## config.mk

```make
export PLATFORM = sky130hd
export DESIGN_NAME = krr_ctrl
export DESIGN_NICKNAME = d
export VERILOG_FILES = /design/src/rtl/krr_pkg.sv /design/src/rtl/krr_ctrl.sv
export SDC_FILE = /design/constraint.sdc
export NUM_CORES = 1
export LEC_CHECK = 0
export ABC_AREA = 1
export BUFFER_PORTS_ARGS = -buffer_cell sky130_fd_sc_hd__buf_2
export CAP_MARGIN = 30
export CORE_AREA = 2 2 39 41
export DETAILED_ROUTE_END_ITERATION = 12
export DIE_AREA = 0 0 41 43
export PLACE_DENSITY = 0.51
export SETUP_SLACK_MARGIN = 0.1
export SYNTH_ARGS = -nofsm -noshare
export SYNTH_HDL_FRONTEND = slang
export SYNTH_SLANG_ARGS = --single-unit
```

## constraint.sdc

```tcl
create_clock -name clock -period 4.2 [get_ports clock]
set_clock_uncertainty 0.2 [all_clocks]
set_input_delay 0 -clock clock [delete_from_list [all_inputs] [get_ports clock]]
set_output_delay 0 -clock clock [all_outputs]
set_load 0.01 [all_outputs]
```

## src/rtl/krr_pkg.sv

```systemverilog
package krr_pkg;

   // Field widths of the request and response beats.
   localparam int KIND_BITS     = 1;
   localparam int VALUE_FIELD_BITS = 32;
   localparam int POSITION_BITS = 11;

   // Default sizing of the list.
   localparam int DEF_LIST_DEPTH = 1024;
   localparam int DEF_VALUE_BITS = 32;

   // Request kinds.
   localparam logic [KIND_BITS-1:0] KIND_LOAD   = 1'b0;
   localparam logic [KIND_BITS-1:0] KIND_REMOVE = 1'b1;

   typedef struct packed {
      logic [KIND_BITS-1:0]        kind;
      logic [VALUE_FIELD_BITS-1:0] load_value;
      logic [POSITION_BITS-1:0]    position;
   } krr_req_type;

   typedef struct packed {
      logic [VALUE_FIELD_BITS-1:0] removed_value;
      logic                        error;
   } krr_rsp_type;

   typedef enum logic [1:0] {
      ST_IDLE,
      ST_CHECK,
      ST_FIND,
      ST_UPDATE
   } krr_state_type;

   // Commands from the controller to the datapath.
   typedef struct packed {
      logic latch;        // capture the request beat
      logic start_op;     // begin a load update or a remove search
      logic find_step;    // one level of the tree descent
      logic update_step;  // one node of the tree update
      logic commit;       // last update node: adjust the counters
      logic emit_err;     // load an error response
   } krr_cmd_type;

   // Status from the datapath to the controller.
   typedef struct packed {
      logic is_remove;
      logic full;
      logic rank_bad;
      logic find_last;
      logic slot_bad;
      logic update_last;
   } krr_status_type;

endpackage

```

## src/rtl/krr_ctrl.sv

```systemverilog
module krr_ctrl
   import krr_pkg::*;
(
   input  logic           clock,
   input  logic           reset,
   input  logic           start,
   input  krr_status_type status,
   output krr_cmd_type    cmd,
   output logic           busy,
   output logic           rsp_valid
);

   krr_state_type state_ff, state_in;
   logic          rsp_valid_ff, rsp_valid_in;

   always_ff @(posedge clock) begin
      if (reset) begin
         state_ff     <= ST_IDLE;
         rsp_valid_ff <= 1'b0;
      end else begin
         state_ff     <= state_in;
         rsp_valid_ff <= rsp_valid_in;
      end
   end

   always_comb begin
      state_in = state_ff;
      cmd      = '0;
      case (state_ff)
         ST_IDLE: begin
            if (start) begin
               cmd.latch = 1'b1;
               state_in  = ST_CHECK;
            end
         end
         ST_CHECK: begin
            if (status.is_remove) begin
               if (status.rank_bad) begin
                  cmd.emit_err = 1'b1;
                  state_in     = ST_IDLE;
               end else begin
                  cmd.start_op = 1'b1;
                  state_in     = ST_FIND;
               end
            end else if (status.full) begin
               cmd.emit_err = 1'b1;
               state_in     = ST_IDLE;
            end else begin
               cmd.start_op = 1'b1;
               state_in     = ST_UPDATE;
            end
         end
         ST_FIND: begin
            cmd.find_step = 1'b1;
            if (status.find_last) begin
               if (status.slot_bad) begin
                  cmd.emit_err = 1'b1;
                  state_in     = ST_IDLE;
               end else begin
                  state_in = ST_UPDATE;
               end
            end
         end
         ST_UPDATE: begin
            cmd.update_step = 1'b1;
            if (status.update_last) begin
               cmd.commit = 1'b1;
               state_in   = ST_IDLE;
            end
         end
         default: begin
            state_in = ST_IDLE;
         end
      endcase
      rsp_valid_in = cmd.emit_err | (cmd.commit & status.is_remove);
   end

   assign busy      = (state_ff != ST_IDLE);
   assign rsp_valid = rsp_valid_ff;

endmodule

```

==> qor.yml, run 1 <==
ios: 17
max_freq_ghz: 0.4394
final_area_um2: 480.5
hold_buffers: 5
min-delay-start: "status[1]"
syn_inst: 48
synth_top_area_share_pct: 20.58
swShare_pct: 30.79
p_int_w: 0.00008377
cts_root_buf: "clkbuf_4"
n_antenna_cell: 0
fillers: 157
register_area_um2: 60.06
placementRows: 14
clkSinkCount: 3
antenna_found_initial: 0
critPathMaxStageDelay_ps: 550
worstPathRequired_ps: 4170
synth_flop_cell: "dfxtp_1"
start_util_pct: 21.97
core_um2: 1384
dp.cells: 80
ys_warn_count: 0
drcViolationCount: 0
clock_latency_ps: 230
path_cells: "ha_1 -> nand2_1 -> inv_1 -> nand2_1 -> dlygate4sd3_1 -> a21oi_1 -> dlygate4sd3_1"
clkPwrFrac_pct: 40.9
netlist_top_cells_count: "nand2_1 (15), inv_1 (13), ha_1 (5)"
netlist_area_um2: 304.0
area_growth_pct: 58.02
grt_pass1_wl_um: 1221
synth_area_leaders: "ha_1 (21%), dfxtp_1 (20%), nand2_1 (19%)"
hpwlAfterDp_um: 544.6
synth_nets: 62
numCtsBuffers: 3
grtUsageTotal_pct: 9.829
comb_power_share_pct: 31.9
final-setup-viol-count: 0
clock_path_buffers: 2
final.period_utilization_pct: 54.19
synth_most_common_cell: "nand2_1"
grt_remaining_overflow: 0
vias: 334
startpoint_type: "register"
grt_pass1_vias: 331
synth_top_cell_by_area: "ha_1"
hold-path-cell-count: 6
cts_resized: 0
outcome: "completed"
dieArea_um2: 1763
arrival_ps: 2250
critPathBufInv: 3
slew_viol_final: 0
criticalPathCategory: "reg -> reg"
r2r-end: "rsp_valid$_SDFF_PP0_"
die_w_um: 41
grt_max_degree: 5
worst_slew_margin_rel_pct: 89.88
path_clk_slew_ps: 40
place_area_um2: 404.1
routed_wl_um: 683
cts_setup_buffers: 0
max_cap_viol_count: 0
drt_pass1_iterations: 2
routedWlPerCell_um: 7.674
seq_power_share_pct: 27.2
fin_cells: 89
cts_tree: "done"
multiInputGateArea_um2: 195.2
ys_types: 12
drive_above_1_share_pct: 32.88
finalCriticalPeriod_ps: 2276
rrSetupSlack_ps: 1920
port_buffers: 16
place.gp.congestion: 0.7281
drt-initial-drc-count: 4
synth_area_per_cell_um2: 6.334
p_switching_w: 0.00003727
cp_max_fo: 4
yosys_register_bits: 3
nets: 88
viasPerCell: 3.753
htreeDepth: 1
finalSetupTns_ps: 0
worst_pin_slew_ps: 151.6
endpoint_kind: "register"
crit_slowest_cell: "dlygate4sd3_1"
async_flop_share_pct: 0
yosysSeqAreaShare_pct: 19.75
setup.worst_path.start: "state_ff[0]$_SDFFE_PP0P_"
hold_class: "in -> reg"
holdPathEnd: "state_ff[0]$_SDFFE_PP0P_"
synth_edf_count: 0
leakage_nw: 0.3139
ff2ff_path_depth: 7
die_h_um: 43
hold_viol_final: 0
ant_nets: 0
power_density_nw_per_um2: 251.9
grt_setup_unrepaired: "no"
crit_family: "buffers and inverters"
ir_drop_mv: 0.1691
reg2reg_from: "state_ff[0]$_SDFFE_PP0P_"
## per-stage QoR
| step | hold slack [ps] | total power (W) | setup WS, ps | util (%) |
|---|---|---|---|---|
| after global routing | 103.9 | 0.0001329 | 1786 | 34.72 |
| after global placement | 3.166 | 0.00007030 | 2751 | 29.20 |
| after detailed placement | 6.263 | 0.00007027 | 2730 | 29.20 |
| after floorplan | -137.6 | 0.00005666 | 2833 | - |
| final | 49.09 | 0.0001210 | 1924 | 34.72 |
| after CTS | 41.52 | 0.0001247 | 1920 | 34.72 |
## state kept, by name, indices dropped and copies added (netlist names)
register / count
state_ff: 2
rsp_valid: 1
## placed cells by master, fill, tap and decap left out, drive strengths merged
cell,instances
nand3b,1
ha,5
a21oi,2
nor3,1
clkbuf,4
dlygate4sd3,5
dfxtp,3
nand3,4
nor2,2
buf,16
nand2,17
inv,13
## tightest hold or removal path, delay by kind of cell
family	cells	cell delay, ps
buffers and inverters	2	140
and+or+nand+nor	4	280
## kinds of logic (layout without fill, tap and decap cells)
| logic type | Yosys count | after routing | synth area share (%) |
|---|---|---|---|
| simple gates | 25 | 25 | 39.09 |
| buf+inv | 13 | 38 | 16.05 |
| fa+ha+maj | 5 | 5 | 20.58 |
| flops | 3 | 3 | 19.75 |
| compound gates | 2 | 2 | 4.526 |
## worst max-delay path by stage
| stage | to | slack (ps) | cells after the start |
|---|---|---|---|
| global placement | state_ff[1]$_SDFFE_PP0P_ | 2750 | 7 |
| floorplan | state_ff[1]$_SDFFE_PP0P_ | 2830 | 7 |
| finish | rsp_valid$_SDFF_PP0_ | 1920 | 7 |
| CTS | rsp_valid$_SDFF_PP0_ | 1920 | 7 |
| detailed placement | state_ff[1]$_SDFFE_PP0P_ | 2730 | 7 |
| global route | rsp_valid$_SDFF_PP0_ | 1790 | 7 |
## layer usage
layer	GRT usage, %	part of all wire [%]
met1	11.54	44
met2	16.25	49
met3	3.665	6.7
met4	2.000	0
met5	0	0
## final cells by class
class                   count  share of cell area [%]
inverters                  13                   10.16
multi-input cells          32                   40.62
flip-flops and latches      3                   12.50
repair buffers             21                   27.08
clock buffers               4                   5.469
well taps                  16                   4.167
## power groups by stage
stage | Combinational (W) | Sequential (W) | Clock (W)
floorplan | 0.0000236 | 0.0000330 | 0
global placement | 0.0000370 | 0.0000333 | 0
detailed placement | 0.0000369 | 0.0000333 | 0
CTS | 0.0000394 | 0.0000329 | 0.0000524
global route | 0.0000452 | 0.0000333 | 0.0000545
finish | 0.0000386 | 0.0000329 | 0.0000495
(Power assumes the default switching activity.)
==> run 2: changes to the inputs <==
- clock period: 4.2 -> 2.1 ns (I/O delays scaled with it)
==> qor.yml, run 2 (synthesis results as in run 1) <==
worst_pin_slew_ps: 146.6
numCtsBuffers: 3
reg2reg_from: "state_ff[0]$_SDFFE_PP0P_"
hold_ws_ps: 25.46
max_freq_ghz: 0.5740
drcViolationCount: 0
layout_commonest_cell: "buf_2"
largest_reg_flops: 2
clock_latency_ps: 230
use_met3_pct: 2.094
final_area_um2: 480.5
grt_pass1_vias: 329
setup.worst_path.start: "state_ff[0]$_SDFFE_PP0P_"
final-setup-viol-count: 0
max_cap_viol_count: 0
outcome: "completed"
ant_nets: 0
hold_class: "in -> reg"
cts_root_buf: "clkbuf_4"
port_buffers: 16
worst_slew_margin_rel_pct: 90.21
n_antenna_cell: 0
drt_pass1_iterations: 2
ff2ff_path_depth: 6
viasPerCell: 3.843
power_density_nw_per_um2: 509.6
cts_tree: "done"
slew_viol_final: 0
vias: 342
core_um2: 1384
clkSinkCount: 3
finalSetupTns_ps: 0
busiest_layer: "met2"
htreeDepth: 1
ir_drop_mv: 0.2951
grt_setup_unrepaired: "no"
rrSetupSlack_ps: 360
drt-initial-drc-count: 7
grtUsageTotal_pct: 9.137
die_h_um: 43
place.gp.congestion: 0.7628
path_clk_slew_ps: 40
cp_max_fo: 4
grt_remaining_overflow: 0
final.period_utilization_pct: 82.96
finalCriticalPeriod_ps: 1742
finalPower_w: 0.0002449
ios: 17
routed_wl_um: 692
grt_pass1_wl_um: 1110
grt_max_degree: 5
arrival_ps: 1700
area_growth_pct: 58.02
hold_viol_final: 0
nets: 88
hpwlAfterDp_um: 588.4
worstPathRequired_ps: 2060
regMostFlops: "state_ff"
start_util_pct: 21.97
endpoint_kind: "register"
cp-endpoint: "rsp_valid$_SDFF_PP0_"
clock_path_buffers: 2
leakage_nw: 0.3086
criticalPathCategory: "reg -> reg"
most-common-layout-cells: "buf_2 (16), nand2_1 (15), inv_1 (13)"
r2r-end: "rsp_valid$_SDFF_PP0_"
grt_use_met2_pct: 15.63
drive_above_1_share_pct: 32.88
die_w_um: 41
dieArea_um2: 1763
placementRows: 14
place_area_um2: 404.1
routedWlPerCell_um: 7.775
gr-usage-met1_pct: 9.003
antenna_found_initial: 0
startpoint_type: "register"
-- run 2: area by class of cell --
type	count	area, um^2
sequential	3	60.06
tap	16	20.02
fill	160	903.4
multi-input combinational	32	195.2
inverter	13	48.80
timing repair buffer	21	130.1
clock buffer	4	26.28
-- run 2: per-layer routing --
| layer | vias up | wire length, um |
|---|---|---|
| met5 | - | 0 |
| met4 | 0 | 0 |
| met3 | 0 | 40 |
| met2 | 8 | 351 |
| met1 | 145 | 299 |
| li1 | 189 | - |
-- run 2: worst max-delay path: stages, from the launching register on --
cell and delay, ps:
dfxtp_1 380, ha_1 220, nand2_1 70, inv_1 80, nand2_1 50, dlygate4sd3_1 540
a21oi_1 130
-- run 2: worst min-delay path by stage --
stage,from,slack [ps],cells past startpoint,end
floorplan,reset,-140,1,state_ff[1]$_SDFFE_PP0P_
global placement,reset,2,2,state_ff[1]$_SDFFE_PP0P_
detailed placement,reset,10,2,state_ff[1]$_SDFFE_PP0P_
CTS,status[4],20,6,state_ff[1]$_SDFFE_PP0P_
global route,status[4],60,6,state_ff[1]$_SDFFE_PP0P_
finish,status[4],30,6,state_ff[1]$_SDFFE_PP0P_
-- run 2: metrics by stage --
step / std cells / worst slack [ps] / utilization [%]
after floorplan: 48 / 733.3 / -
after global placement: 80 / 671.9 / 29.20
after detailed placement: 80 / 657.9 / 29.20
after CTS: 89 / 344.7 / 34.72
after global routing: 89 / 230.8 / 34.72
final: 89 / 357.9 / 34.72
-- run 2: repair_timing --
action,4_1_cts,5_1_grt
hold endpoints to repair,3,0
buffers inserted,0,0
resized for setup,0,0
hold buffers,5,0
-- run 2: power breakdown --
part	leakage [nW]	total (W)	internal, W	switching, W
Clock	0.0150	0.000101	0.0000712	0.0000294
Sequential	0.0245	0.0000656	0.0000616	0.00000402
Combinational	0.269	0.0000786	0.0000359	0.0000428
==> run 3: changes to the inputs <==
- ABC_AREA: 1 -> 0
- clock period: 2.1 -> 1.6 ns (I/O delays scaled with it)
==> qor.yml, run 3 <==
drt-initial-drc-count: 11
placementRows: 14
grt_pass1_wl_um: 1359
fillers: 146
leakage_nw: 0.2687
worstPathRequired_ps: 1540
min-delay-start: "status[0]"
finalCriticalPeriod_ps: 1581
synth_top_cell_by_area: "ha_1"
area_growth_pct: 96.05
yosys_register_bits: 3
reg2reg_from: "state_ff[1]$_SDFFE_PP0P_"
hold_viol_final: 0
outcome: "completed"
numCtsBuffers: 3
ios: 17
grtUsageTotal_pct: 11.91
cts_root_buf: "clkbuf_4"
port_buffers: 16
antenna_found_initial: 0
ff2ff_path_depth: 5
dp_slack_ps: -21.53
clock_path_buffers: 2
async_flop_share_pct: 0
path_cells: "buf_6 -> ha_4 -> nor2b_4 -> or4_4 -> o32ai_2"
final_area_um2: 559.3
grt_max_degree: 5
netlist_area_um2: 285.3
final.period_utilization_pct: 98.80
routedWlPerCell_um: 10.79
path_clk_slew_ps: 40
start_util_pct: 20.61
top_layer_used: "met4"
max_freq_ghz: 0.6326
nets: 79
layout_commonest_cell: "buf_2"
critPathBufInv: 1
place.gp.congestion: 0.7491
max_cap_viol_count: 0
largest_reg_flops: 2
ys_warn_count: 0
synth_top_area_share_pct: 21.93
vias: 357
viasPerCell: 4.463
startpoint_type: "register"
finalWorstSetupSlack_ps: 19.16
final-setup-viol-count: 0
die_w_um: 41
n_antenna_cell: 0
die_h_um: 43
routed_wl_um: 863
multiInputGateArea_um2: 259.0
wl_met2_um: 459
ys_types: 20
syn_inst: 33
m1WireLength_um: 326
drt_pass1_iterations: 5
worst_pin_slew_ps: 295.3
drcViolationCount: 0
ir_drop_mv: 0.2506
power_density_nw_per_um2: 703.6
drive_above_1_share_pct: 59.38
synth_nets: 47
clkSinkCount: 3
holdPathEnd: "rsp_valid$_SDFF_PP0_"
yosysSeqAreaShare_pct: 21.05
grt_pass1_vias: 324
hold_class: "in -> reg"
netlist_top_cells_count: "ha_1 (5), inv_1 (4), dfxtp_1 (3)"
cp_max_fo: 4
hpwlAfterDp_um: 579.4
synth_most_common_cell: "ha_1"
endpoint_kind: "register"
met3_length_um: 62
ant_nets: 0
crit_slowest_cell: "or4_4"
synth_area_per_cell_um2: 8.645
grt_remaining_overflow: 0
critPathMaxStageDelay_ps: 420
most-common-layout-cells: "buf_2 (16), buf_4 (6), dlygate4sd3_1 (4)"
cts_tree: "done"
synth_edf_count: 0
criticalPathCategory: "reg -> reg"
worst_slew_margin_rel_pct: 80.19
htreeDepth: 1
clock_latency_ps: 250
crit_family: "simple AND/OR/NAND/NOR gates"
synth_flop_cell: "dfxtp_1"
register_area_um2: 62.56
crit_cells: 5
core_um2: 1384
regMostFlops: "state_ff"
synth_area_leaders: "ha_1 (22%), dfxtp_1 (21%), a211oi_1 (5.3%)"
grt_setup_unrepaired: "yes"
place_area_um2: 437.9
hold-path-cell-count: 4
dieArea_um2: 1763
rrSetupSlack_ps: 20
r2r-end: "state_ff[1]$_SDFFE_PP0P_"
arrival_ps: 1520
slew_viol_final: 0
run 3: worst min-delay path, delay by kind of cell:
kind,cells,cell delay [ps]
compound gates,1,80
buf+inv,1,100
simple gates,2,220
run 3: metal layers:
| metal | GRT usage (%) | vias up |
|---|---|---|
| li1 | - | 176 |
| met1 | 12.74 | 163 |
| met2 | 19.06 | 14 |
| met3 | 4.712 | 4 |
| met4 | 6.000 | 0 |
| met5 | 0 | - |
run 3: cells by family (layout without fill, tap and decap cells):
logic type / Yosys count / count (layout) / synth area share (%)
AND/OR/NAND/NOR: 14 / 14 / 30.70
AO/OA/AOI/OAI: 6 / 6 / 17.11
adder cells (fa/ha/maj): 5 / 5 / 21.93
buffers and inverters: 4 / 35 / 5.262
flip-flops: 3 / 3 / 21.05
multiplexers: 1 / 1 / 3.947
run 3: worst max path at each step:
stage	from	slack [ps]	endpoint
detailed placement	state_ff[1]$_SDFFE_PP0P_	-20	state_ff[1]$_SDFFE_PP0P_
global placement	state_ff[1]$_SDFFE_PP0P_	-7	state_ff[1]$_SDFFE_PP0P_
finish	state_ff[1]$_SDFFE_PP0P_	20	state_ff[1]$_SDFFE_PP0P_
floorplan	state_ff[0]$_SDFFE_PP0P_	70	state_ff[1]$_SDFFE_PP0P_
CTS	state_ff[1]$_SDFFE_PP0P_	40	state_ff[1]$_SDFFE_PP0P_
global route	state_ff[1]$_SDFFE_PP0P_	-10	state_ff[1]$_SDFFE_PP0P_
run 3: area by class of cell:
| type | instances | share of cell area (%) |
|---|---|---|
| Sequential cell | 3 | 11.19 |
| Clock buffer | 4 | 4.698 |
| Timing Repair Buffer | 27 | 31.54 |
| Tap cell | 16 | 3.579 |
| Multi-Input combinational cell | 26 | 46.31 |
| Inverter | 4 | 2.685 |
run 3: power by group:
part           switching, W  total [W]  internal (W)
Combinational     0.0000724   0.000158     0.0000855
Sequential       0.00000769  0.0000905     0.0000828
Clock             0.0000508   0.000145     0.0000942
Total              0.000131   0.000394      0.000263
run 3: timing repair:
| item | in CTS | in global routing |
|---|---|---|
| resized for setup | 7 | 1 |
| cloned | 0 | 0 |
| hold buffers | 4 | 0 |
| setup buffers | 2 | 0 |
| endpoints found under the hold margin | 3 | 0 |
| pin swaps | 3 | 1 |
| setup endpoints to repair | 2 | 5 |
run 3: stage by stage:
step | hold WS [ps] | power (W) | TNS (ps) | std cells | utilization [%]
4_1_cts | 20.17 | 0.0003899 | 0 | 80 | 40.05
2_1_floorplan | -134.7 | 0.0001586 | 0 | 33 | -
3_5_place_dp | 13.65 | 0.0002189 | -21.53 | 70 | 31.65
3_3_place_gp | 17.86 | 0.0002205 | -6.513 | 70 | 31.65
6_report | 15.95 | 0.0003935 | 0 | 80 | 40.42
5_1_grt | 68.90 | 0.0004180 | -29.05 | 80 | 40.42
